**src/hw/rtl/srms_pkg.sv**
```systemverilog
`default_nettype none

package srms_pkg;

  // Field widths fixed by the stream format
  localparam int unsigned CH_W     = 5;
  localparam int unsigned SAMPLE_W = 16;
  localparam int unsigned RMS_W    = 16;
  localparam int unsigned WIN_W    = 16;
  localparam int unsigned SUM_W    = 48;
  localparam int unsigned SQ_W     = 32;
  localparam int unsigned ROOT_W   = SUM_W / 2;
  localparam int unsigned TDATA_W  = 24;

  // Defaults
  localparam int unsigned NUM_CHANNELS = 18;
  localparam logic [WIN_W-1:0] WINDOW_RESET = 16'd500;

  // Status from the divide / square-root unit to the sequencer
  typedef struct packed {
    logic             done;
    logic [RMS_W-1:0] rms;
  } unit_sts_t;

  // Command from the sequencer to the divide / square-root unit
  typedef struct packed {
    logic             start;
    logic [SUM_W-1:0] sum;
    logic [WIN_W-1:0] divisor;
  } unit_cmd_t;

endpackage

`default_nettype wire

```
**src/hw/rtl/srms_divsqrt.sv**
```systemverilog
`default_nettype none

module srms_divsqrt (
  input  wire logic              clk,
  input  wire logic              rst_n,
  input  wire srms_pkg::unit_cmd_t cmd,
  output srms_pkg::unit_sts_t    sts
);

  localparam int unsigned SUM_W  = srms_pkg::SUM_W;
  localparam int unsigned ROOT_W = srms_pkg::ROOT_W;
  localparam int unsigned WIN_W  = srms_pkg::WIN_W;
  localparam int unsigned RMS_W  = srms_pkg::RMS_W;
  localparam int unsigned REM_W  = ROOT_W + 2;
  localparam int unsigned OP_W   = REM_W + 2;
  localparam int unsigned CNT_W  = $clog2(SUM_W);

  typedef enum logic [3:0] {
    U_IDLE = 4'b0001,
    U_DIV  = 4'b0010,
    U_SQRT = 4'b0100,
    U_DONE = 4'b1000
  } ustate_t;

  ustate_t            state_r, state_nxt;
  logic [CNT_W-1:0]   cnt_r, cnt_nxt;
  logic [SUM_W-1:0]   dvd_r, dvd_nxt;
  logic [REM_W-1:0]   rem_r, rem_nxt;
  logic [ROOT_W-1:0]  root_r, root_nxt;
  logic [WIN_W-1:0]   div_r, div_nxt;

  logic [WIN_W:0]     rem_sh;
  logic [OP_W-1:0]    op_a;
  logic [OP_W-1:0]    op_b;
  logic [OP_W:0]      diff;
  logic               ge;

  // Shared compare-subtract: long-division step or square-root digit step
  assign rem_sh = {rem_r[WIN_W-1:0], dvd_r[SUM_W-1]};

  always_comb begin
    if (state_r == U_SQRT) begin
      op_a = {rem_r, dvd_r[SUM_W-1 -: 2]};
      op_b = {2'b00, root_r, 2'b01};
    end else begin
      op_a = {{(OP_W-WIN_W-1){1'b0}}, rem_sh};
      op_b = {{(OP_W-WIN_W){1'b0}}, div_r};
    end
  end

  assign diff = {1'b0, op_a} - {1'b0, op_b};
  assign ge   = ~diff[OP_W];

  // Sequence the divide steps, then the root steps
  always_comb begin
    state_nxt = state_r;
    cnt_nxt   = cnt_r;
    dvd_nxt   = dvd_r;
    rem_nxt   = rem_r;
    root_nxt  = root_r;
    div_nxt   = div_r;
    case (state_r)
      U_IDLE: begin
        if (cmd.start) begin
          dvd_nxt   = cmd.sum;
          div_nxt   = cmd.divisor;
          rem_nxt   = '0;
          cnt_nxt   = CNT_W'(SUM_W - 1);
          state_nxt = U_DIV;
        end
      end
      U_DIV: begin
        dvd_nxt = {dvd_r[SUM_W-2:0], ge};
        rem_nxt = ge ? {{(REM_W-WIN_W){1'b0}}, diff[WIN_W-1:0]}
                     : {{(REM_W-WIN_W){1'b0}}, rem_sh[WIN_W-1:0]};
        if (cnt_r == '0) begin
          cnt_nxt   = CNT_W'(ROOT_W - 1);
          state_nxt = U_SQRT;
        end else begin
          cnt_nxt = cnt_r - 1'b1;
        end
      end
      U_SQRT: begin
        if (cnt_r == CNT_W'(ROOT_W - 1)) begin
          // first root step starts from a clear remainder
          root_nxt = {{(ROOT_W-1){1'b0}}, 1'b0};
        end
        dvd_nxt  = {dvd_r[SUM_W-3:0], 2'b00};
        rem_nxt  = ge ? diff[REM_W-1:0] : op_a[REM_W-1:0];
        root_nxt = {root_r[ROOT_W-2:0], ge};
        if (cnt_r == '0) begin
          state_nxt = U_DONE;
        end else begin
          cnt_nxt = cnt_r - 1'b1;
        end
      end
      U_DONE: begin
        state_nxt = U_IDLE;
      end
      default: begin
        state_nxt = U_IDLE;
      end
    endcase
  end

  always_ff @(posedge clk) begin
    if (!rst_n) begin
      state_r <= U_IDLE;
      cnt_r   <= '0;
    end else begin
      state_r <= state_nxt;
      cnt_r   <= cnt_nxt;
    end
  end

  // Clear the remainder and root when the root phase begins
  always_ff @(posedge clk) begin
    dvd_r <= dvd_nxt;
    div_r <= div_nxt;
    if (state_r == U_DIV && cnt_r == '0) begin
      rem_r  <= '0;
      root_r <= '0;
    end else begin
      rem_r  <= rem_nxt;
      root_r <= root_nxt;
    end
  end

  // Saturate the root to the output width
  assign sts.done = (state_r == U_DONE);
  assign sts.rms  = (root_r[ROOT_W-1:RMS_W] != '0) ? {RMS_W{1'b1}} : root_r[RMS_W-1:0];

endmodule

`default_nettype wire

```
**src/hw/rtl/staggered_multichannel_rms.sv**
```systemverilog
`default_nettype none

// Staggered multichannel RMS. Feed one channel sample per transaction, frame by
// frame in channel order. Each channel sums its squared samples; a frame counter
// (0 to window_length-1) advances after the last channel, and when it equals a
// channel's index that channel reports floor(sqrt(sum / window_length)) and its
// sum is cleared, so the windows of the channels close in different frames.
// Channel indexes at or above NUM_CHANNELS are dropped without effect. Sums
// saturate at 2^48-1; window_length 0 acts as 1. Steps: an item that reports
// nothing passes accept, square and accumulate; a reporting item then goes to
// one shared subtractor that runs 48 restoring divide steps and then 24
// square-root digit steps; the root, saturated to 2^16-1, is collected and
// loaded into the output register once that register is free.
// A finished result sits in the output register while the next item is taken.
module staggered_multichannel_rms #(
  parameter int unsigned NUM_CHANNELS = srms_pkg::NUM_CHANNELS
) (
  input  wire logic                          clk,
  input  wire logic                          rst_n,
  // channel [4:0], sample [20:5], zero fill [23:21]
  input  wire logic [srms_pkg::TDATA_W-1:0]  in_tdata,
  input  wire logic                          in_tvalid,
  output      logic                          in_tready,
  // channel_res [4:0], rms_value [20:5], zero fill [23:21]
  output      logic [srms_pkg::TDATA_W-1:0]  out_tdata,
  output      logic                          out_tvalid,
  input  wire logic                          out_tready,
  input  wire logic                          cfg_we,
  input  wire logic [srms_pkg::WIN_W-1:0]    cfg_wdata
);

  localparam int unsigned CH_W     = srms_pkg::CH_W;
  localparam int unsigned SAMPLE_W = srms_pkg::SAMPLE_W;
  localparam int unsigned RMS_W    = srms_pkg::RMS_W;
  localparam int unsigned WIN_W    = srms_pkg::WIN_W;
  localparam int unsigned SUM_W    = srms_pkg::SUM_W;
  localparam int unsigned SQ_W     = srms_pkg::SQ_W;
  localparam int unsigned TDATA_W  = srms_pkg::TDATA_W;
  localparam int unsigned IDX_W    = (NUM_CHANNELS > 1) ? $clog2(NUM_CHANNELS) : 1;

  typedef enum logic [4:0] {
    T_IDLE = 5'b00001,
    T_SQ   = 5'b00010,
    T_ACC  = 5'b00100,
    T_CALC = 5'b01000,
    T_OUT  = 5'b10000
  } tstate_t;

  tstate_t               state_r, state_nxt;
  logic [WIN_W-1:0]      window_r;
  logic [WIN_W-1:0]      frame_r;
  logic [CH_W-1:0]       ch_r;
  logic [SAMPLE_W-1:0]   mag_r;
  logic [SQ_W-1:0]       sq_r;
  logic [SUM_W-1:0]      sums_r [NUM_CHANNELS];
  logic [RMS_W-1:0]      rms_r;
  logic                  out_valid_r;
  logic [CH_W-1:0]       out_ch_r;
  logic [RMS_W-1:0]      out_rms_r;

  logic [CH_W-1:0]       in_ch;
  logic [SAMPLE_W-1:0]   in_sample;
  logic [SAMPLE_W-1:0]   in_mag;
  logic                  in_fire;
  logic                  ch_ok;
  logic [IDX_W-1:0]      idx;
  logic [SUM_W:0]        sum_add;
  logic [SUM_W-1:0]      sum_new;
  logic [WIN_W-1:0]      win_eff;
  logic                  report;
  logic                  last_ch;
  logic [WIN_W:0]        frame_inc;
  logic                  out_free;
  srms_pkg::unit_cmd_t   ucmd;
  srms_pkg::unit_sts_t   usts;

  // Unpack the input transaction
  assign in_ch     = in_tdata[CH_W-1:0];
  assign in_sample = in_tdata[CH_W +: SAMPLE_W];
  assign in_mag    = in_sample[SAMPLE_W-1] ? (~in_sample + 1'b1) : in_sample;
  assign in_tready = (state_r == T_IDLE);
  assign in_fire   = in_tvalid & in_tready;
  assign ch_ok     = ({1'b0, in_ch} < (CH_W+1)'(NUM_CHANNELS));

  // Accumulate with saturation
  assign idx     = ch_r[IDX_W-1:0];
  assign sum_add = {1'b0, sums_r[idx]} + {{(SUM_W+1-SQ_W){1'b0}}, sq_r};
  assign sum_new = sum_add[SUM_W] ? {SUM_W{1'b1}} : sum_add[SUM_W-1:0];

  assign win_eff   = (window_r == '0) ? {{(WIN_W-1){1'b0}}, 1'b1} : window_r;
  assign report    = (frame_r == {{(WIN_W-CH_W){1'b0}}, ch_r});
  assign last_ch   = (ch_r == CH_W'(NUM_CHANNELS - 1));
  assign frame_inc = {1'b0, frame_r} + 1'b1;
  assign out_free  = ~out_valid_r | out_tready;

  assign ucmd.start   = (state_r == T_ACC) & report;
  assign ucmd.sum     = sum_new;
  assign ucmd.divisor = win_eff;

  srms_divsqrt u_divsqrt (
    .clk  (clk),
    .rst_n(rst_n),
    .cmd  (ucmd),
    .sts  (usts)
  );

  // Sequence one item
  always_comb begin
    state_nxt = state_r;
    case (state_r)
      T_IDLE: if (in_fire && ch_ok) state_nxt = T_SQ;
      T_SQ:   state_nxt = T_ACC;
      T_ACC:  state_nxt = report ? T_CALC : T_IDLE;
      T_CALC: if (usts.done) state_nxt = T_OUT;
      T_OUT:  if (out_free) state_nxt = T_IDLE;
      default: state_nxt = T_IDLE;
    endcase
  end

  always_ff @(posedge clk) begin
    if (!rst_n) begin
      state_r <= T_IDLE;
    end else begin
      state_r <= state_nxt;
    end
  end

  // Hold the window length
  always_ff @(posedge clk) begin
    if (!rst_n) begin
      window_r <= srms_pkg::WINDOW_RESET;
    end else if (cfg_we) begin
      window_r <= cfg_wdata;
    end
  end

  // Capture the sample and square its magnitude
  always_ff @(posedge clk) begin
    if (in_fire) begin
      ch_r  <= in_ch;
      mag_r <= in_mag;
    end
    if (state_r == T_SQ) begin
      sq_r <= {{(SQ_W-SAMPLE_W){1'b0}}, mag_r} * {{(SQ_W-SAMPLE_W){1'b0}}, mag_r};
    end
    if (state_r == T_CALC && usts.done) begin
      rms_r <= usts.rms;
    end
  end

  // Update the channel sum and the frame counter
  always_ff @(posedge clk) begin
    if (!rst_n) begin
      for (int k = 0; k < NUM_CHANNELS; k++) begin
        sums_r[k] <= '0;
      end
      frame_r <= '0;
    end else if (state_r == T_ACC) begin
      sums_r[idx] <= report ? '0 : sum_new;
      if (last_ch) begin
        frame_r <= (frame_inc >= {1'b0, win_eff}) ? '0 : frame_inc[WIN_W-1:0];
      end
    end
  end

  // Output register
  always_ff @(posedge clk) begin
    if (!rst_n) begin
      out_valid_r <= 1'b0;
    end else if (state_r == T_OUT && out_free) begin
      out_valid_r <= 1'b1;
    end else if (out_tready) begin
      out_valid_r <= 1'b0;
    end
  end

  always_ff @(posedge clk) begin
    if (state_r == T_OUT && out_free) begin
      out_ch_r  <= ch_r;
      out_rms_r <= rms_r;
    end
  end

  assign out_tvalid = out_valid_r;
  assign out_tdata  = {{(TDATA_W-CH_W-RMS_W){1'b0}}, out_rms_r, out_ch_r};

endmodule

`default_nettype wire
```
**config.mk**
```make
export PLATFORM = sky130hd
export DESIGN_NAME = staggered_multichannel_rms
export DESIGN_NICKNAME = d
export VERILOG_FILES = /design/src/hw/rtl/srms_pkg.sv /design/src/hw/rtl/srms_divsqrt.sv /design/src/hw/rtl/staggered_multichannel_rms.sv
export SDC_FILE = /design/constraint.sdc
export NUM_CORES = 2
export LEC_CHECK = 0
export BUFFER_PORTS_ARGS = -buffer_cell sky130_fd_sc_hd__buf_2
export CAP_MARGIN = 20
export CORE_ASPECT_RATIO = 0.75
export CORE_UTILIZATION = 40
export DETAILED_ROUTE_END_ITERATION = 10
export SYNTH_ARGS = -nofsm -noshare
export SYNTH_HDL_FRONTEND = slang
export SYNTH_SLANG_ARGS = --single-unit
```
**constraint.sdc**
```tcl
create_clock -name clk -period 6.1 [get_ports clk]
set_input_delay 0.915 -clock clk [delete_from_list [all_inputs] [get_ports clk]]
set_output_delay 0.915 -clock clk [all_outputs]
set_load 0.02 [all_outputs]
```
==> metrics.csv <==
stage;metric;value;unit
status;failing checks;negative setup slack;
job;Max-cap violations;0;
clock_network;clock buffer count from CTS;171;
power_and_ir_drop;Int Pwr;0.0330;W
layout;post-route non-filler standard cell count;9316;
routing;# DRC;0;
floorplanning;area of the core;209000;um^2
timing;Fmax;159;MHz
synthesis;post-synth top area share;60.0;%
routing;drt pass-1 iters;6;
global_routing;largest net degree at the start of global routing;49;
synthesis;Commonest cells post-synth;edfxtp_1 (1,689), nor2_1 (952), nand2_1 (450), mux4_2 (417), inv_1 (327);
synthesis;Post-Syn Area per Cell;14.3;um^2
synthesis;FFs w/ async S/R, synth;0;%
synthesis;simple-gate portion of the synthesized area;9.09;%
timing;final critical-path required period;6.27;ns
status;status;complete, but fails checks;
place;DP HPWL;156000;um
floorplanning;row count;145;
timing;clock skew;0.0594;ns
place;routability congestion estimate;0.853;
timing;Final setup violation count;40;
critical_path;Setup crit start kind;register;
synthesis;main combinational cell family by area after synthesis;multiplexers;
synthesis;Synth Area in Compound Gates;4.86;%
timing;Slew Limit Headroom;21.7;%
floorplanning;Initial Util;40.4;%
synthesis;mux cell area share after synthesis;12.5;%
clock_network;htree depth;4;
clock_network;Reg clk slew, reported paths;0.06;ns
clock_network;clock latency on the worst-skew pair;0.84;ns
clock_network;clk root buf;clkbuf_16;
power_and_ir_drop;Max IR drop VDD;1670;uV
critical_path;critical path required time;6.63;ns
global_routing;vias in the first global route;51500;
power_and_ir_drop;Static Leak;38.1;nW
timing;fin worst setup slack;-0.174;ns
floorplanning;IO Count;71;
power_and_ir_drop;Switching Power;0.0189;W
clock_network;# clock sinks;1792;
synthesis;library cells used by synthesis;84;
floorplanning;full die area;213000;um^2
place;dpl cells;8923;
routing;DR vias;53100;
synthesis;Yosys top cell by area;edfxtp_1;
layout;layout cells sized above 1;24.9;%
critical_path;crit-path max FO;5;
routing;number of antenna-violating nets in the routed design;0;
timing;Worst Tran Pin Value;1.17;ns
power_and_ir_drop;Flop pwr share;28.6;%
synthesis;sequential-to-total area share from yosys stat;62.4;%
layout;layout net count;6766;
synthesis;most frequent cell after synthesis;edfxtp_1;
critical_path;critical path arrival;6.81;ns
synthesis;EDFF count, synth;1689;
clock_network;Max Root-Sink Buffers;3;
critical_path;CP Capture Type;register;
power_and_ir_drop;Final Power;0.0518;W
timing;Fin Setup TNS;-1.14;ns
timing;Slew Limit Fails;0;
global_routing;first-pass GRT wire length;356000;um
synthesis;cells after synthesis;5893;
synthesis;top cells by area, synth;edfxtp_1 (60%), mux4_2 (11%), nor2_1 (4.2%), fa_1 (3.9%), ha_1 (2.6%);
floorplanning;die height;400;um
timing;RSZ-0062 raised after global routing;true;
power_and_ir_drop;Clock power frac;20.5;%
global_routing;total gr overflow;0;
floorplanning;die width;533;um
routing;drt via density;5.70;
power_and_ir_drop;PD cells;520;nW/um^2
hold_path;HP Class;in -> reg;
synthesis;synthesized area;84600;um^2
routing;drt wl/cell;26.6;um
synthesis;Ys Warns;0;
critical_path;worst setup path class;reg -> reg;
layout;Area Overhead vs Synth;17.8;%
timing;Hold Vio Cnt, Final;0;
synthesis;Synth Area in XOR/XNOR;1.19;%
synthesis;post-synthesis adder-cell area fraction;6.53;%
place;Port Buffers;64;
routing;initial drt markers;6731;
clock_network;Post-CTS Hold Buffers;0;
clock_network;CTS tree;built;
synthesis;predominant post-synthesis flop cell;edfxtp_1;
global_routing;GRT Total Usage;23.0;%
routing;total wire length;248000;um
global_routing;antenna violations before repair;8;
timing;part of the cycle the worst path needs;103;%
synthesis;flops & latches, synth;1792;
timing;WHS;0.318;ns
place;Place WS;-0.447;ns
power_and_ir_drop;Comb pwr share;51.0;%
power_and_ir_drop;switching share of power;36.4;%
-- logic make-up (layout without fill, tap and decap cells) --
kind of cell	count (synthesis)	in the layout
AND/OR/NAND/NOR	1802	1803
flip-flops	1792	1792
buffers and inverters	704	1330
AO/OA/AOI/OAI	610	610
multiplexers	526	526
adder cells (fa/ha/maj)	343	343
XOR/XNOR	115	115
other	1	4
-- sequential cells by signal, summed over array words and instances (netlist names), named ones only --
signal             flops
sq_r                  31
out_rms_r             16
u_divsqrt.rem_r       26
u_divsqrt.div_r       16
u_divsqrt.cnt_r        6
out_tvalid             1
sums_r              1536
window_r              16
frame_r               16
rms_r                 16
u_divsqrt.dvd_r       48
state_r                5
ch_r                   5
out_ch_r               5
u_divsqrt.root_r      24
u_divsqrt.state_r      4
mag_r                 16
-- worst max-delay path: stages, from the launching register on --
cell,delay (ns)
edfxtp_1,0.51
buf_6,0.18
buf_6,0.11
nand2_4,0.05
inv_2,0.03
fa_1,0.49
inv_2,0.04
fa_1,0.56
fa_2,0.46
fa_1,0.50
inv_1,0.05
fa_1,0.48
inv_1,0.05
fa_1,0.49
inv_2,0.05
ha_4,0.15
a21o_1,0.20
a21oi_2,0.19
o21ai_2,0.07
a21oi_2,0.21
a31oi_4,0.15
a31o_4,0.29
nand2_4,0.08
a311oi_4,0.10
a211o_1,0.29
a21oi_2,0.15
xnor2_1,0.07
-- path summary, 6_finish.rpt --
| check | startpoint | endpoint | slack (ns) | depth (start not counted) |
|---|---|---|---|---|
| setup reg to reg | mag_r[9]$_DFFE_PP_ | sq_r[31]$_DFFE_PP_ | -0.17 | 26 |
| setup / recovery | mag_r[9]$_DFFE_PP_ | sq_r[31]$_DFFE_PP_ | -0.17 | 26 |
| hold reg to reg | rms_r[5]$_SDFFCE_PP1P_ | out_rms_r[5]$_DFFE_PP_ | 0.42 | 0 |
| hold / removal | in_tdata[3] | ch_r[3]$_DFFE_PP_ | 0.32 | 1 |
-- cell usage in the layout (no fill, tap or decap), drive strengths merged, types with 16 or more instances in the layout --
master / count
buf: 676
o21ai: 133
xnor2: 82
a21o: 37
ha: 179
nand2b: 29
a211oi: 16
dfxtp: 103
clkbuf: 224
nand2: 450
o21a: 17
and3: 17
nor2b: 38
nand4: 17
and2: 68
a21boi: 23
nor3: 48
a21oi: 155
a22o: 34
mux2i: 99
clkinv: 76
edfxtp: 1689
fa: 164
a22oi: 88
nand3: 81
mux4: 418
xor2: 33
or2: 29
inv: 335
nor2: 970
-- power by group through the flow --
stage	combinational [W]	clock [W]	sequential, W
5_1_grt	0.0291	0.0112	0.0148
3_5_place_dp	0.0222	0	0.0151
4_1_cts	0.0244	0.0108	0.0148
2_1_floorplan	0.0146	0	0.0149
6_report	0.0264	0.0106	0.0148
3_3_place_gp	0.0221	0	0.0151
-- timing repair --
item | CTS | global route
pin swaps | 41 | 54
buffers inserted | 39 | 27
gates cloned | 3 | 8
resized for setup | 82 | 140
setup endpoints to repair | 909 | 928
-- final cells by class --
class	instances	area [um^2]
tap	2793	3490
timing repair inverter	2	15.0
clock buffer	217	4450
fill	17900	110000
antenna	1	2.50
inverter	328	1240
clock inverter	100	1020
timing repair buffer	683	6650
sequential	1792	52800
multi-input combinational	3400	30000
-- per-stage QoR --
| stage | instance area, um^2 | util [%] |
|---|---|---|
| 2_1_floorplan | 84700 | - |
| 3_3_place_gp | 92400 | 44.2 |
| 3_5_place_dp | 92400 | 44.2 |
| 4_1_cts | 98700 | 47.2 |
| 5_1_grt | 99600 | 47.6 |
| 6_report | 99600 | 47.6 |
-- routing by layer --
layer  vias to the layer above  GRT usage, %  wire length [um]
li1                      22700             -                 -
met1                     27400          33.2            104000
met2                      2684          34.1            108000
met3                       366          7.03             30100
met4                        13          5.23              5460
met5                         -          1.12               402
Power figures use the tool's default switching activity.
